--- config.mk ---
export PLATFORM = sky130hd
export DESIGN_NAME = serial_binary_upload_receiver_flat
export DESIGN_NICKNAME = d
export VERILOG_FILES = /design/src/rtl/sbur_pkg.sv /design/src/rtl/sbur_in_if.sv /design/src/rtl/sbur_out_if.sv /design/src/rtl/sbur_regs.sv /design/src/rtl/sbur_core.sv /design/src/rtl/sbur_fifo.sv /design/src/rtl/serial_binary_upload_receiver.sv /design/src/flat_wrapper.sv
export VERILOG_INCLUDE_DIRS = /design/src /design/src/rtl
export SDC_FILE = /design/constraint.sdc
export NUM_CORES = 1
export LEC_CHECK = 0
export BUFFER_PORTS_ARGS = -buffer_cell sky130_fd_sc_hd__buf_2
export CAP_MARGIN = 10
export CORE_ASPECT_RATIO = 0.6
export CORE_MARGIN = 2
export CORE_UTILIZATION = 55
export DETAILED_ROUTE_END_ITERATION = 12
export GPL_ROUTABILITY_DRIVEN = 1
export PLACE_DENSITY_LB_ADDON = 0.08
export SYNTH_ARGS = -nofsm -noshare
export SYNTH_HDL_FRONTEND = slang
export SYNTH_SLANG_ARGS = --single-unit
--- constraint.sdc ---
create_clock -name clk -period 7.4 [get_ports clk]
set_input_delay 0 -clock clk [delete_from_list [all_inputs] [get_ports clk]]
set_output_delay 0 -clock clk [all_outputs]
set_load 0.1 [all_outputs]
--- src/rtl/serial_binary_upload_receiver_assert.svh ---
// ----------------------------------------------------------------------------
// Assertion macros for the serial upload receiver
// Concurrent property wrappers clocked on clk and disabled while in reset.
// ----------------------------------------------------------------------------
`ifndef SERIAL_BINARY_UPLOAD_RECEIVER_ASSERT_SVH
`define SERIAL_BINARY_UPLOAD_RECEIVER_ASSERT_SVH

// Same-cycle implication.
`define SBUR_ASSERT_NOW(label, ante, cons) \
    label: assert property (@(posedge clk) disable iff (!rst_n) (ante) |-> (cons)) \
        else $error("sbur assertion failed");

// Next-cycle implication.
`define SBUR_ASSERT_NEXT(label, ante, cons) \
    label: assert property (@(posedge clk) disable iff (!rst_n) (ante) |=> (cons)) \
        else $error("sbur assertion failed");

`endif

--- src/rtl/sbur_pkg.sv ---
// ----------------------------------------------------------------------------
// Serial upload receiver package
// Shared constants, register codes, event codes and the result beat type.
// ----------------------------------------------------------------------------
package sbur_pkg;

    localparam logic [31:0] CMD_MAIN   = 32'h4241_524D;
    localparam logic [31:0] CMD_SECOND = 32'h4250_5043;

    localparam logic [31:0] TIMEOUT_RESET     = 32'd5000;
    localparam logic [31:0] MAX_LENGTH_RESET  = 32'd20 * 32'd1024 * 32'd1024;
    localparam logic [31:0] MAIN_BASE_RESET   = 32'h0000_0000;
    localparam logic [31:0] SECOND_BASE_RESET = 32'h1010_0000;

    localparam int RES_DEPTH = 4;
    localparam int RES_AW    = $clog2(RES_DEPTH);

    typedef enum logic [2:0] {
        REG_ENABLED     = 3'd0,
        REG_TIMEOUT     = 3'd1,
        REG_MAX_LENGTH  = 3'd2,
        REG_MAIN_BASE   = 3'd3,
        REG_SECOND_BASE = 3'd4
    } reg_index_t;

    typedef enum logic [1:0] {
        EV_WRITE    = 2'd0,
        EV_LENGTH   = 2'd1,
        EV_COMPLETE = 2'd2,
        EV_ABORT    = 2'd3
    } event_t;

    localparam logic KIND_BYTE = 1'b0;
    localparam logic KIND_TICK = 1'b1;

    localparam logic CAUSE_TIMEOUT = 1'b0;
    localparam logic CAUSE_LENGTH  = 1'b1;

    typedef struct packed {
        logic        enabled;
        logic [31:0] timeout_ticks;
        logic [31:0] max_length;
        logic [31:0] main_cpu_base;
        logic [31:0] second_cpu_base;
    } cfg_t;

    typedef struct packed {
        logic [1:0]  event_res;
        logic [31:0] write_address;
        logic [7:0]  write_data;
        logic        target;
        logic [31:0] payload_length;
        logic        abort_cause;
        logic        last;
    } res_t;

    // Up to two results leave the core for one input beat.
    typedef struct packed {
        logic [1:0] count;
        res_t       first;
        res_t       second;
    } push_t;

    function automatic res_t make_result(event_t ev, logic [31:0] addr,
                                         logic [7:0] data, logic cause);
        res_t r;
        r                = '0;
        r.event_res      = ev;
        r.write_address  = addr;
        r.write_data     = data;
        r.abort_cause    = cause;
        return r;
    endfunction

endpackage

--- src/rtl/sbur_in_if.sv ---
// ----------------------------------------------------------------------------
// Input channel
// Valid/ready channel carrying one received byte or one timer tick per beat.
// ----------------------------------------------------------------------------
interface sbur_in_if;
    logic       valid;
    logic       ready;
    logic       kind;
    logic [7:0] rx_byte;

    modport source (output valid, output kind, output rx_byte, input ready);
    modport sink   (input valid, input kind, input rx_byte, output ready);
endinterface

--- src/rtl/sbur_out_if.sv ---
// ----------------------------------------------------------------------------
// Result channel
// Valid/ready channel carrying one receiver event per beat.
// ----------------------------------------------------------------------------
interface sbur_out_if;
    logic        valid;
    logic        ready;
    logic [1:0]  event_res;
    logic [31:0] write_address;
    logic [7:0]  write_data;
    logic        target;
    logic [31:0] payload_length;
    logic        abort_cause;
    logic        last;

    modport source (output valid, output event_res, output write_address,
                    output write_data, output target, output payload_length,
                    output abort_cause, output last, input ready);
    modport sink   (input valid, input event_res, input write_address,
                    input write_data, input target, input payload_length,
                    input abort_cause, input last, output ready);
endinterface

--- src/rtl/sbur_regs.sv ---
// ----------------------------------------------------------------------------
// Configuration registers
// Write-only register file for enable, timeout, length limit and load bases.
// ----------------------------------------------------------------------------
module sbur_regs (
    input  logic               clk,
    input  logic               rst_n,
    input  logic               cfg_we,
    input  logic [2:0]         cfg_index,
    input  logic [31:0]        cfg_data,
    output sbur_pkg::cfg_t     cfg
);
    import sbur_pkg::*;

    cfg_t cfg_reg;
    cfg_t cfg_next;

    always_comb
    begin
        cfg_next = cfg_reg;
        if (cfg_we)
        begin
            unique case (cfg_index)
                REG_ENABLED:     cfg_next.enabled         = cfg_data[0];
                REG_TIMEOUT:     cfg_next.timeout_ticks   = cfg_data;
                REG_MAX_LENGTH:  cfg_next.max_length      = cfg_data;
                REG_MAIN_BASE:   cfg_next.main_cpu_base   = cfg_data;
                REG_SECOND_BASE: cfg_next.second_cpu_base = cfg_data;
                default:         cfg_next                 = cfg_reg;
            endcase
        end
    end

    always_ff @(posedge clk or negedge rst_n)
    begin
        if (!rst_n)
        begin
            cfg_reg.enabled         <= 1'b0;
            cfg_reg.timeout_ticks   <= TIMEOUT_RESET;
            cfg_reg.max_length      <= MAX_LENGTH_RESET;
            cfg_reg.main_cpu_base   <= MAIN_BASE_RESET;
            cfg_reg.second_cpu_base <= SECOND_BASE_RESET;
        end
        else
        begin
            cfg_reg <= cfg_next;
        end
    end

    assign cfg = cfg_reg;

endmodule

--- src/rtl/sbur_core.sv ---
// ----------------------------------------------------------------------------
// Upload sequencer core
// Input register, command/length/payload sequencer and result generation.
// ----------------------------------------------------------------------------
module sbur_core (
    input  logic               clk,
    input  logic               rst_n,
    sbur_in_if.sink            in_ch,
    input  sbur_pkg::cfg_t     cfg,
    input  logic               room,
    output sbur_pkg::push_t    push
);
    import sbur_pkg::*;

    typedef enum logic [1:0] {
        PH_IDLE = 2'd0,
        PH_SIZE = 2'd1,
        PH_LOAD = 2'd2
    } phase_t;

    // Input register.
    logic       pend_valid_reg, pend_valid_next;
    logic       pend_kind_reg;
    logic [7:0] pend_byte_reg;

    // Sequencer state.
    phase_t      phase_reg, phase_next;
    logic [31:0] window_reg, window_next;
    logic [2:0]  size_left_reg, size_left_next;
    logic [31:0] length_reg, length_next;
    logic [31:0] remaining_reg, remaining_next;
    logic [31:0] address_reg, address_next;
    logic [31:0] elapsed_reg, elapsed_next;
    logic        timer_reg, timer_next;
    logic        target_reg, target_next;

    logic        accept;
    logic        advance;
    logic        finish;
    logic [31:0] tick_count;
    logic [31:0] length_shift;
    logic [31:0] window_shift;
    logic [2:0]  size_dec;
    logic [31:0] remaining_dec;
    res_t        res0, res1;
    logic [1:0]  res_count;

    assign in_ch.ready = !pend_valid_reg || room;
    assign accept      = in_ch.valid && in_ch.ready;
    assign advance     = pend_valid_reg && room;

    assign tick_count    = (elapsed_reg == '1) ? elapsed_reg : elapsed_reg + 32'd1;
    assign length_shift  = {length_reg[23:0], pend_byte_reg};
    assign window_shift  = {window_reg[23:0], pend_byte_reg};
    assign size_dec      = size_left_reg - 3'd1;
    assign remaining_dec = remaining_reg - 32'd1;

    always_comb
    begin
        pend_valid_next = pend_valid_reg;
        if (accept)
        begin
            pend_valid_next = 1'b1;
        end
        else if (advance)
        begin
            pend_valid_next = 1'b0;
        end
    end

    always_comb
    begin
        phase_next     = phase_reg;
        window_next    = window_reg;
        size_left_next = size_left_reg;
        length_next    = length_reg;
        remaining_next = remaining_reg;
        address_next   = address_reg;
        elapsed_next   = elapsed_reg;
        timer_next     = timer_reg;
        target_next    = target_reg;
        finish         = 1'b0;
        res0           = '0;
        res1           = '0;
        res_count      = 2'd0;

        if (advance && cfg.enabled)
        begin
            if (pend_kind_reg == KIND_TICK)
            begin
                if (timer_reg)
                begin
                    elapsed_next = tick_count;
                    if (tick_count > cfg.timeout_ticks)
                    begin
                        res0      = make_result(EV_ABORT, '0, '0, CAUSE_TIMEOUT);
                        res_count = 2'd1;
                        finish    = 1'b1;
                    end
                end
            end
            else
            begin
                unique case (phase_reg)
                    PH_SIZE:
                    begin
                        length_next    = length_shift;
                        size_left_next = size_dec;
                        if (size_dec == 3'd0)
                        begin
                            if (length_shift > cfg.max_length)
                            begin
                                res0      = make_result(EV_ABORT, '0, '0, CAUSE_LENGTH);
                                res_count = 2'd1;
                                finish    = 1'b1;
                            end
                            else
                            begin
                                res0           = make_result(EV_LENGTH, '0, '0, 1'b0);
                                res_count      = 2'd1;
                                remaining_next = length_shift;
                                phase_next     = PH_LOAD;
                                if (length_shift == 32'd0)
                                begin
                                    res1      = make_result(EV_COMPLETE, '0, '0, 1'b0);
                                    res_count = 2'd2;
                                    finish    = 1'b1;
                                end
                            end
                        end
                    end
                    PH_LOAD:
                    begin
                        res0           = make_result(EV_WRITE, address_reg,
                                                     pend_byte_reg, 1'b0);
                        res_count      = 2'd1;
                        address_next   = address_reg + 32'd1;
                        remaining_next = remaining_dec;
                        if (remaining_dec == 32'd0)
                        begin
                            res1      = make_result(EV_COMPLETE, '0, '0, 1'b0);
                            res_count = 2'd2;
                            finish    = 1'b1;
                        end
                    end
                    default:
                    begin
                        // Idle and the unused phase code both hunt for a command.
                        phase_next  = PH_IDLE;
                        window_next = window_shift;
                        if (window_shift == CMD_MAIN || window_shift == CMD_SECOND)
                        begin
                            target_next    = (window_shift == CMD_SECOND);
                            address_next   = (window_shift == CMD_SECOND)
                                           ? cfg.second_cpu_base : cfg.main_cpu_base;
                            phase_next     = PH_SIZE;
                            size_left_next = 3'd4;
                            length_next    = '0;
                            remaining_next = '0;
                            elapsed_next   = '0;
                            timer_next     = 1'b1;
                        end
                    end
                endcase
            end

            if (finish)
            begin
                window_next    = '0;
                phase_next     = PH_IDLE;
                size_left_next = '0;
                remaining_next = '0;
                elapsed_next   = '0;
                timer_next     = 1'b0;
            end
        end

        res0.target         = target_next;
        res0.payload_length = length_next;
        res1.target         = target_next;
        res1.payload_length = length_next;
        res0.last           = (res_count == 2'd1);
        res1.last           = (res_count == 2'd2);
    end

    assign push.count  = res_count;
    assign push.first  = res0;
    assign push.second = res1;

    always_ff @(posedge clk or negedge rst_n)
    begin
        if (!rst_n)
        begin
            pend_valid_reg <= 1'b0;
            phase_reg      <= PH_IDLE;
            window_reg     <= '0;
            size_left_reg  <= '0;
            length_reg     <= '0;
            remaining_reg  <= '0;
            address_reg    <= '0;
            elapsed_reg    <= '0;
            timer_reg      <= 1'b0;
            target_reg     <= 1'b0;
        end
        else
        begin
            pend_valid_reg <= pend_valid_next;
            phase_reg      <= phase_next;
            window_reg     <= window_next;
            size_left_reg  <= size_left_next;
            length_reg     <= length_next;
            remaining_reg  <= remaining_next;
            address_reg    <= address_next;
            elapsed_reg    <= elapsed_next;
            timer_reg      <= timer_next;
            target_reg     <= target_next;
        end
    end

    always_ff @(posedge clk)
    begin
        if (accept)
        begin
            pend_kind_reg <= in_ch.kind;
            pend_byte_reg <= in_ch.rx_byte;
        end
    end

endmodule

--- src/rtl/sbur_fifo.sv ---
// ----------------------------------------------------------------------------
// Result queue
// Small queue taking up to two results per cycle and releasing one per beat.
// ----------------------------------------------------------------------------
`include "serial_binary_upload_receiver_assert.svh"

module sbur_fifo (
    input  logic               clk,
    input  logic               rst_n,
    input  sbur_pkg::push_t    push,
    output logic               room,
    sbur_out_if.source         out_ch
);
    import sbur_pkg::*;

    res_t              mem [RES_DEPTH];
    logic [RES_AW-1:0] wr_ptr_reg, wr_ptr_next;
    logic [RES_AW-1:0] rd_ptr_reg, rd_ptr_next;
    logic [RES_AW:0]   count_reg, count_next;
    logic              pop;
    logic [RES_AW-1:0] wr_ptr_inc;
    res_t              head;

    assign wr_ptr_inc = wr_ptr_reg + 1'b1;
    assign pop        = out_ch.valid && out_ch.ready;
    // Room for the worst case of two results from one input beat.
    assign room       = (count_reg <= (RES_AW + 1)'(RES_DEPTH - 2));

    assign wr_ptr_next = wr_ptr_reg + push.count[RES_AW-1:0];
    assign rd_ptr_next = rd_ptr_reg + {{(RES_AW - 1){1'b0}}, pop};
    assign count_next  = count_reg + (RES_AW + 1)'(push.count)
                       - (RES_AW + 1)'(pop);

    always_ff @(posedge clk or negedge rst_n)
    begin
        if (!rst_n)
        begin
            wr_ptr_reg <= '0;
            rd_ptr_reg <= '0;
            count_reg  <= '0;
        end
        else
        begin
            wr_ptr_reg <= wr_ptr_next;
            rd_ptr_reg <= rd_ptr_next;
            count_reg  <= count_next;
        end
    end

    always_ff @(posedge clk)
    begin
        if (push.count != 2'd0)
        begin
            mem[wr_ptr_reg] <= push.first;
        end
        if (push.count == 2'd2)
        begin
            mem[wr_ptr_inc] <= push.second;
        end
    end

    assign head = mem[rd_ptr_reg];

    assign out_ch.valid          = (count_reg != '0);
    assign out_ch.event_res      = head.event_res;
    assign out_ch.write_address  = head.write_address;
    assign out_ch.write_data     = head.write_data;
    assign out_ch.target         = head.target;
    assign out_ch.payload_length = head.payload_length;
    assign out_ch.abort_cause    = head.abort_cause;
    assign out_ch.last           = head.last;

    `SBUR_ASSERT_NOW(a_no_overflow, 1'b1, count_reg <= (RES_AW + 1)'(RES_DEPTH))
    `SBUR_ASSERT_NOW(a_push_has_room, push.count != 2'd0, room)
    `SBUR_ASSERT_NEXT(a_pop_only, pop && push.count == 2'd0,
                      count_reg == $past(count_reg) - 1'b1)

endmodule

--- src/rtl/serial_binary_upload_receiver.sv ---
// ----------------------------------------------------------------------------
// Serial binary upload receiver
// Detects an upload command in the received byte stream, collects a
// big-endian length and turns the payload into addressed byte writes.
// ----------------------------------------------------------------------------
//
//   Channel   Direction  Beat contents
//   in_ch     sink       kind (byte or timer tick), rx_byte
//   out_ch    source     event_res, write_address, write_data, target,
//                        payload_length, abort_cause, last
//   cfg_*     write      register index and 32-bit data, no read-back
//
// Each beat waits in the input register until the queue has room; it is then
// processed and its results are written into the queue that feeds out_ch.
// A beat is taken every cycle while the queue holds at most two results; a
// beat with two results (last payload byte or zero length) is sent as two beats.
// Reset clears the sequencer and queue and loads the register defaults. Once
// three results wait on a stalled out_ch, in_ch.ready drops behind the held beat.
//
// While idle the receiver shifts bytes into a 32-bit window and compares it
// against the two command words. A match selects the target image and its
// load base and starts the tick timer. Four length bytes follow, most
// significant first; the length is compared against max_length. Payload
// bytes then produce writes at incrementing addresses, and the final one is
// followed by a load complete event. Ticks beyond timeout_ticks abort the
// upload. With enabled low, beats are consumed and all state holds.
// ----------------------------------------------------------------------------
module serial_binary_upload_receiver (
    input  logic        clk,
    input  logic        rst_n,
    sbur_in_if.sink     in_ch,
    sbur_out_if.source  out_ch,
    input  logic        cfg_we,
    input  logic [2:0]  cfg_index,
    input  logic [31:0] cfg_data
);
    import sbur_pkg::*;

    cfg_t  cfg;
    push_t push;
    logic  room;

    // Configuration register file.
    sbur_regs u_regs (
        .clk       (clk),
        .rst_n     (rst_n),
        .cfg_we    (cfg_we),
        .cfg_index (cfg_index),
        .cfg_data  (cfg_data),
        .cfg       (cfg)
    );

    // Input register and sequencer; hands up to two results per beat.
    sbur_core u_core (
        .clk   (clk),
        .rst_n (rst_n),
        .in_ch (in_ch),
        .cfg   (cfg),
        .room  (room),
        .push  (push)
    );

    // Result queue that decouples the sequencer from output stalls.
    sbur_fifo u_fifo (
        .clk    (clk),
        .rst_n  (rst_n),
        .push   (push),
        .room   (room),
        .out_ch (out_ch)
    );

endmodule
--- src/flat_wrapper.sv ---
// flat-port wrapper written by rule: the top's interface ports become plain ports
module serial_binary_upload_receiver_flat import sbur_pkg::*;
  (clk, rst_n, cfg_we, cfg_index, cfg_data, in_ch_valid, in_ch_kind, in_ch_rx_byte, in_ch_ready, out_ch_valid, out_ch_event_res, out_ch_write_address, out_ch_write_data, out_ch_target, out_ch_payload_length, out_ch_abort_cause, out_ch_last, out_ch_ready);
  sbur_in_if in_ch_i ();
  sbur_out_if out_ch_i ();
  input  logic clk;
  input  logic rst_n;
  input  logic cfg_we;
  input  logic [2:0] cfg_index;
  input  logic [31:0] cfg_data;
  input wire logic [$bits(in_ch_i.valid)-1:0] in_ch_valid;
  input wire logic [$bits(in_ch_i.kind)-1:0] in_ch_kind;
  input wire logic [$bits(in_ch_i.rx_byte)-1:0] in_ch_rx_byte;
  output wire logic [$bits(in_ch_i.ready)-1:0] in_ch_ready;
  output wire logic [$bits(out_ch_i.valid)-1:0] out_ch_valid;
  output wire logic [$bits(out_ch_i.event_res)-1:0] out_ch_event_res;
  output wire logic [$bits(out_ch_i.write_address)-1:0] out_ch_write_address;
  output wire logic [$bits(out_ch_i.write_data)-1:0] out_ch_write_data;
  output wire logic [$bits(out_ch_i.target)-1:0] out_ch_target;
  output wire logic [$bits(out_ch_i.payload_length)-1:0] out_ch_payload_length;
  output wire logic [$bits(out_ch_i.abort_cause)-1:0] out_ch_abort_cause;
  output wire logic [$bits(out_ch_i.last)-1:0] out_ch_last;
  input wire logic [$bits(out_ch_i.ready)-1:0] out_ch_ready;
  assign in_ch_i.valid = in_ch_valid;
  assign in_ch_i.kind = in_ch_kind;
  assign in_ch_i.rx_byte = in_ch_rx_byte;
  assign in_ch_ready = in_ch_i.ready;
  assign out_ch_valid = out_ch_i.valid;
  assign out_ch_event_res = out_ch_i.event_res;
  assign out_ch_write_address = out_ch_i.write_address;
  assign out_ch_write_data = out_ch_i.write_data;
  assign out_ch_target = out_ch_i.target;
  assign out_ch_payload_length = out_ch_i.payload_length;
  assign out_ch_abort_cause = out_ch_i.abort_cause;
  assign out_ch_last = out_ch_i.last;
  assign out_ch_i.ready = out_ch_ready;
  serial_binary_upload_receiver u_core (.clk(clk), .rst_n(rst_n), .in_ch(in_ch_i), .out_ch(out_ch_i), .cfg_we(cfg_we), .cfg_index(cfg_index), .cfg_data(cfg_data));
endmodule
==> run_results.csv <==
group,metric,value,unit
power_and_ir_drop,seq_power_share,43.6,%
drt,routed_wl,82000,um
layout,final_cell_mix,"285 x dfrtp_1, 222 x nand2_1, 213 x nor2_1",
timing,report.final.hold_viol_count,0,
layout,fin_area,32400,um^2
floorplanning,die_h,181,um
clock_tree,htree_levels,2,
power_and_ir_drop,power_density,278,nW/um^2
floorplanning,rows,64,
power_and_ir_drop,p_total,9.00,mW
layout,drive_gt1_share,17.0,%
drt,ant_nets,0,
drt,drtPass1Iterations,6,
floorplanning,die_w,299,um
timing,setup_violations,0,
synth,yosys_register_bits,613,
drt,via_count,22000,
synth,postSynthCellCount,2663,
timing,tns,0,ns
placement,place.gp.congestion,0.945,
global_routing,grt_overflow_total,0,
min_path,hold_path_class,"in2async",
layout,seqCellArea,15300,um^2
worst_setup_path,max_stage_delay,0.66,ns
worst_setup_path,cp-end-kind,"flip-flop",
clock_tree,clockBufferDepth,3,
clock_tree,cts_made_buffers,56,
layout,final_common_cell,"dfrtp_1",
layout,fin_util,63.1,%
placement,io_buffer_count,127,
worst_setup_path,crit_arrival,7.44,ns
global_routing,antenna_found_initial,0,
worst_setup_path,rr_worst_depth,20,
synth,synth.cell_area,28800,um^2
worst_setup_path,startpoint,"u_core.u_core.elapsed_reg[12]",
worst_setup_path,endpoint,"u_core.u_fifo.mem[1][55]",
layout,layout.cells.non_filler,3487,
global_routing,first_global_vias,21200,
power_and_ir_drop,p_switching,2.99,mW
layout,diodes,0,
clock_tree,cts_tree,"yes",
layout,fillers,4065,
power_and_ir_drop,leakage,13.0,nW
worst_setup_path,required,7.95,ns
status,outcome,"finished clean",
worst_setup_path,r2r_setup_slack,0.51,ns
timing,tightest_slew,1.14,ns
power_and_ir_drop,pwr-share-clk,34.0,%
synth,yosysWarnings,0,
clock_tree,cts_setup_buffers,0,
clock_tree,clk_pin_slew_worst_paths,0.07,ns
synth,syn_avg_cell_area,10.8,um^2
clock_tree,cts_resized,0,
power_and_ir_drop,ir_drop,0.303,mV
power_and_ir_drop,p_comb_share,22.4,%
worst_setup_path,rr_startpoint,"u_core.u_core.elapsed_reg[12]",
worst_setup_path,cp_max_fo,29,
placement,dpl.cell_count,3333,
worst_setup_path,r2r-end,"u_core.u_fifo.mem[1][55]",
floorplanning,start_util,56.1,%
synth,synth_fp_nets,2788,
synth,synth_enable_flop_cells,149,
timing,drv_slew,0,
worst_setup_path,crit_slowest_cell,"o21ai_4",
clock_tree,clock-root-buffer,"clkbuf_16",
drt,wl_per_cell,23.5,um
timing,finalCriticalPeriod,6.89,ns
drt,drt_iter0_markers,2531,
layout,multi_input_area,12200,um^2
clock_tree,clk-insertion-delay-late,0.62,ns
worst_setup_path,crit_chain,"and4_1 -> nand4_1 -> or4_1 -> nor4_1 -> buf_4 -> or3_1 -> nor2_1 -> nand2_1 -> xnor2_1 -> ha_1 -> a2111oi_0 -> o221ai_1 -> o211a_1 -> or4_1 -> mux2_2 -> nand3_1 -> a21oi_1 -> o21ai_4 -> buf_4 -> a22o_1",
timing,max_freq,145,MHz
synth,synth_cell_types,80,
layout,syn_to_final_growth,12.5,%
power_and_ir_drop,p_int,6.01,mW
global_routing,grt_usage,30.1,%
floorplanning,boundaryPins,128,
synth,ys_seq_area_share,53.0,%
clock_tree,hold_buffers,48,
timing,finalCritPeriodShare,93.1,%
placement,dpl_cell_area,29900,um^2
synth,synth_top_flop_cell,"dfrtp_1",
drt,routed_via_density,6.30,
placement,place_hpwl,55000,um
floorplanning,core_area,51300,um^2
power_and_ir_drop,netSwitchingFraction,33.2,%
timing,skew,0.0293,ns
layout,largest_register_ffs,308,
synth,synth-async-reset-ratio,48.3,%
timing,rsz0062_at_grt,"false",
timing,timing.slew.headroom,23.3,%
global_routing,grt_pass1_wl,126000,um
global_routing,grt_max_degree,103,
clock_tree,cts_sinks,613,
drt,drcViolationCount,0,
layout,layout.nets,2871,
job,drv_cap,0,
floorplanning,dieArea,54200,um^2
worst_setup_path,critical_path_class,"reg2reg",
worst_setup_path,critPathLaunchType,"flip-flop",
==> metal layers <==
metal	GRT usage, %	vias to the layer above	share of wire, %
li1	-	9894	-
met1	46.2	11000	46
met2	41.9	975	41
met3	9.02	109	11
met4	6.36	0	1.7
met5	0	-	0
==> synthesized netlist by cell type (all sizes together), types with 9 or more instances <==
master	n	area (um^2)
o22ai	23	144
mux4	77	1730
nand3	132	661
a32o	11	110
nor3	38	190
nor4	28	209
a31oi	16	100
clkbuf	154	578
mux2i	18	180
or4	13	101
xnor2	37	324
ha	75	938
o221ai	9	78.8
and3	16	100
xor2	10	87.6
dfxtp	168	3360
and2	10	62.6
a21oi	66	330
mux2	89	1000
a22oi	44	330
a221o	13	130
nor2	216	811
o21ai	211	1060
buf	37	208
edfxtp	149	4470
a21o	11	82.6
o211ai	9	67.6
o31ai	44	344
dfrtp	287	7180
inv	159	597
nand4	37	238
nand2	222	833
a22o	98	858
dfstp	9	236
==> cells by family after synthesis <==
| kind of cell | share of synthesized area, % |
|---|---|
| DFF | 53.0 |
| and+or+nand+nor | 12.9 |
| AOI/OAI and AO/OA | 14.4 |
| buffers and inverters | 4.83 |
| adders and majority gates | 3.33 |
| muxes | 10.1 |
| xor gates and xnor gates | 1.43 |
==> power groups by stage <==
stage | clock (mW) | sequential [mW] | combinational [mW]
after floorplan | 0 | 3.84 | 1.68
after global placement | 0 | 3.97 | 1.97
after detailed placement | 0 | 3.98 | 2.00
after CTS | 3.09 | 3.92 | 2.03
after global routing | 3.23 | 3.95 | 2.14
final | 3.06 | 3.92 | 2.02
==> how the worst min path moves through the flow <==
| stage | startpoint | end | slack, ns | cells past startpoint |
|---|---|---|---|---|
| 2_1_floorplan | rst_n | u_core.u_core.address_reg[0] | -0.30 | 0 |
| 6_report | rst_n | u_core.u_core.elapsed_reg[30] | 0.02 | 2 |
| 3_3_place_gp | rst_n | u_core.u_core.elapsed_reg[4] | 0.09 | 1 |
| 3_5_place_dp | rst_n | u_core.u_core.elapsed_reg[6] | 0.09 | 1 |
| 4_1_cts | rst_n | u_core.u_core.elapsed_reg[30] | 0.04 | 2 |
| 5_1_grt | rst_n | u_core.u_core.elapsed_reg[6] | 0.08 | 2 |
==> per-stage QoR <==
step | hold slack, ns | worst slack (ns)
after floorplan | -0.296 | 0.846
after global placement | 0.0903 | 0.969
after detailed placement | 0.0916 | 0.618
after CTS | 0.0408 | 0.556
after global routing | 0.0838 | 0.0322
final | 0.0230 | 0.507
==> critical path, delay by kind of cell (launching register included) <==
kind,cells,cell delay [ns]
and+or+nand+nor,9,2.86
AOI/OAI and AO/OA,6,2.05
buffers and inverters,2,0.69
DFF,1,0.45
muxes,1,0.33
adders and majority gates,1,0.28
xor gates and xnor gates,1,0.14
==> area by class of cell <==
type | instances | share of cell area [%]
Sequential cell | 613 | 47.2
Multi-Input combinational cell | 1698 | 37.8
Clock buffer | 69 | 4.74
Timing Repair Buffer | 216 | 4.47
Tap cell | 693 | 2.68
Inverter | 161 | 1.87
Clock inverter | 37 | 1.25
No activity file was read; power rests on OpenSTA's default activity.
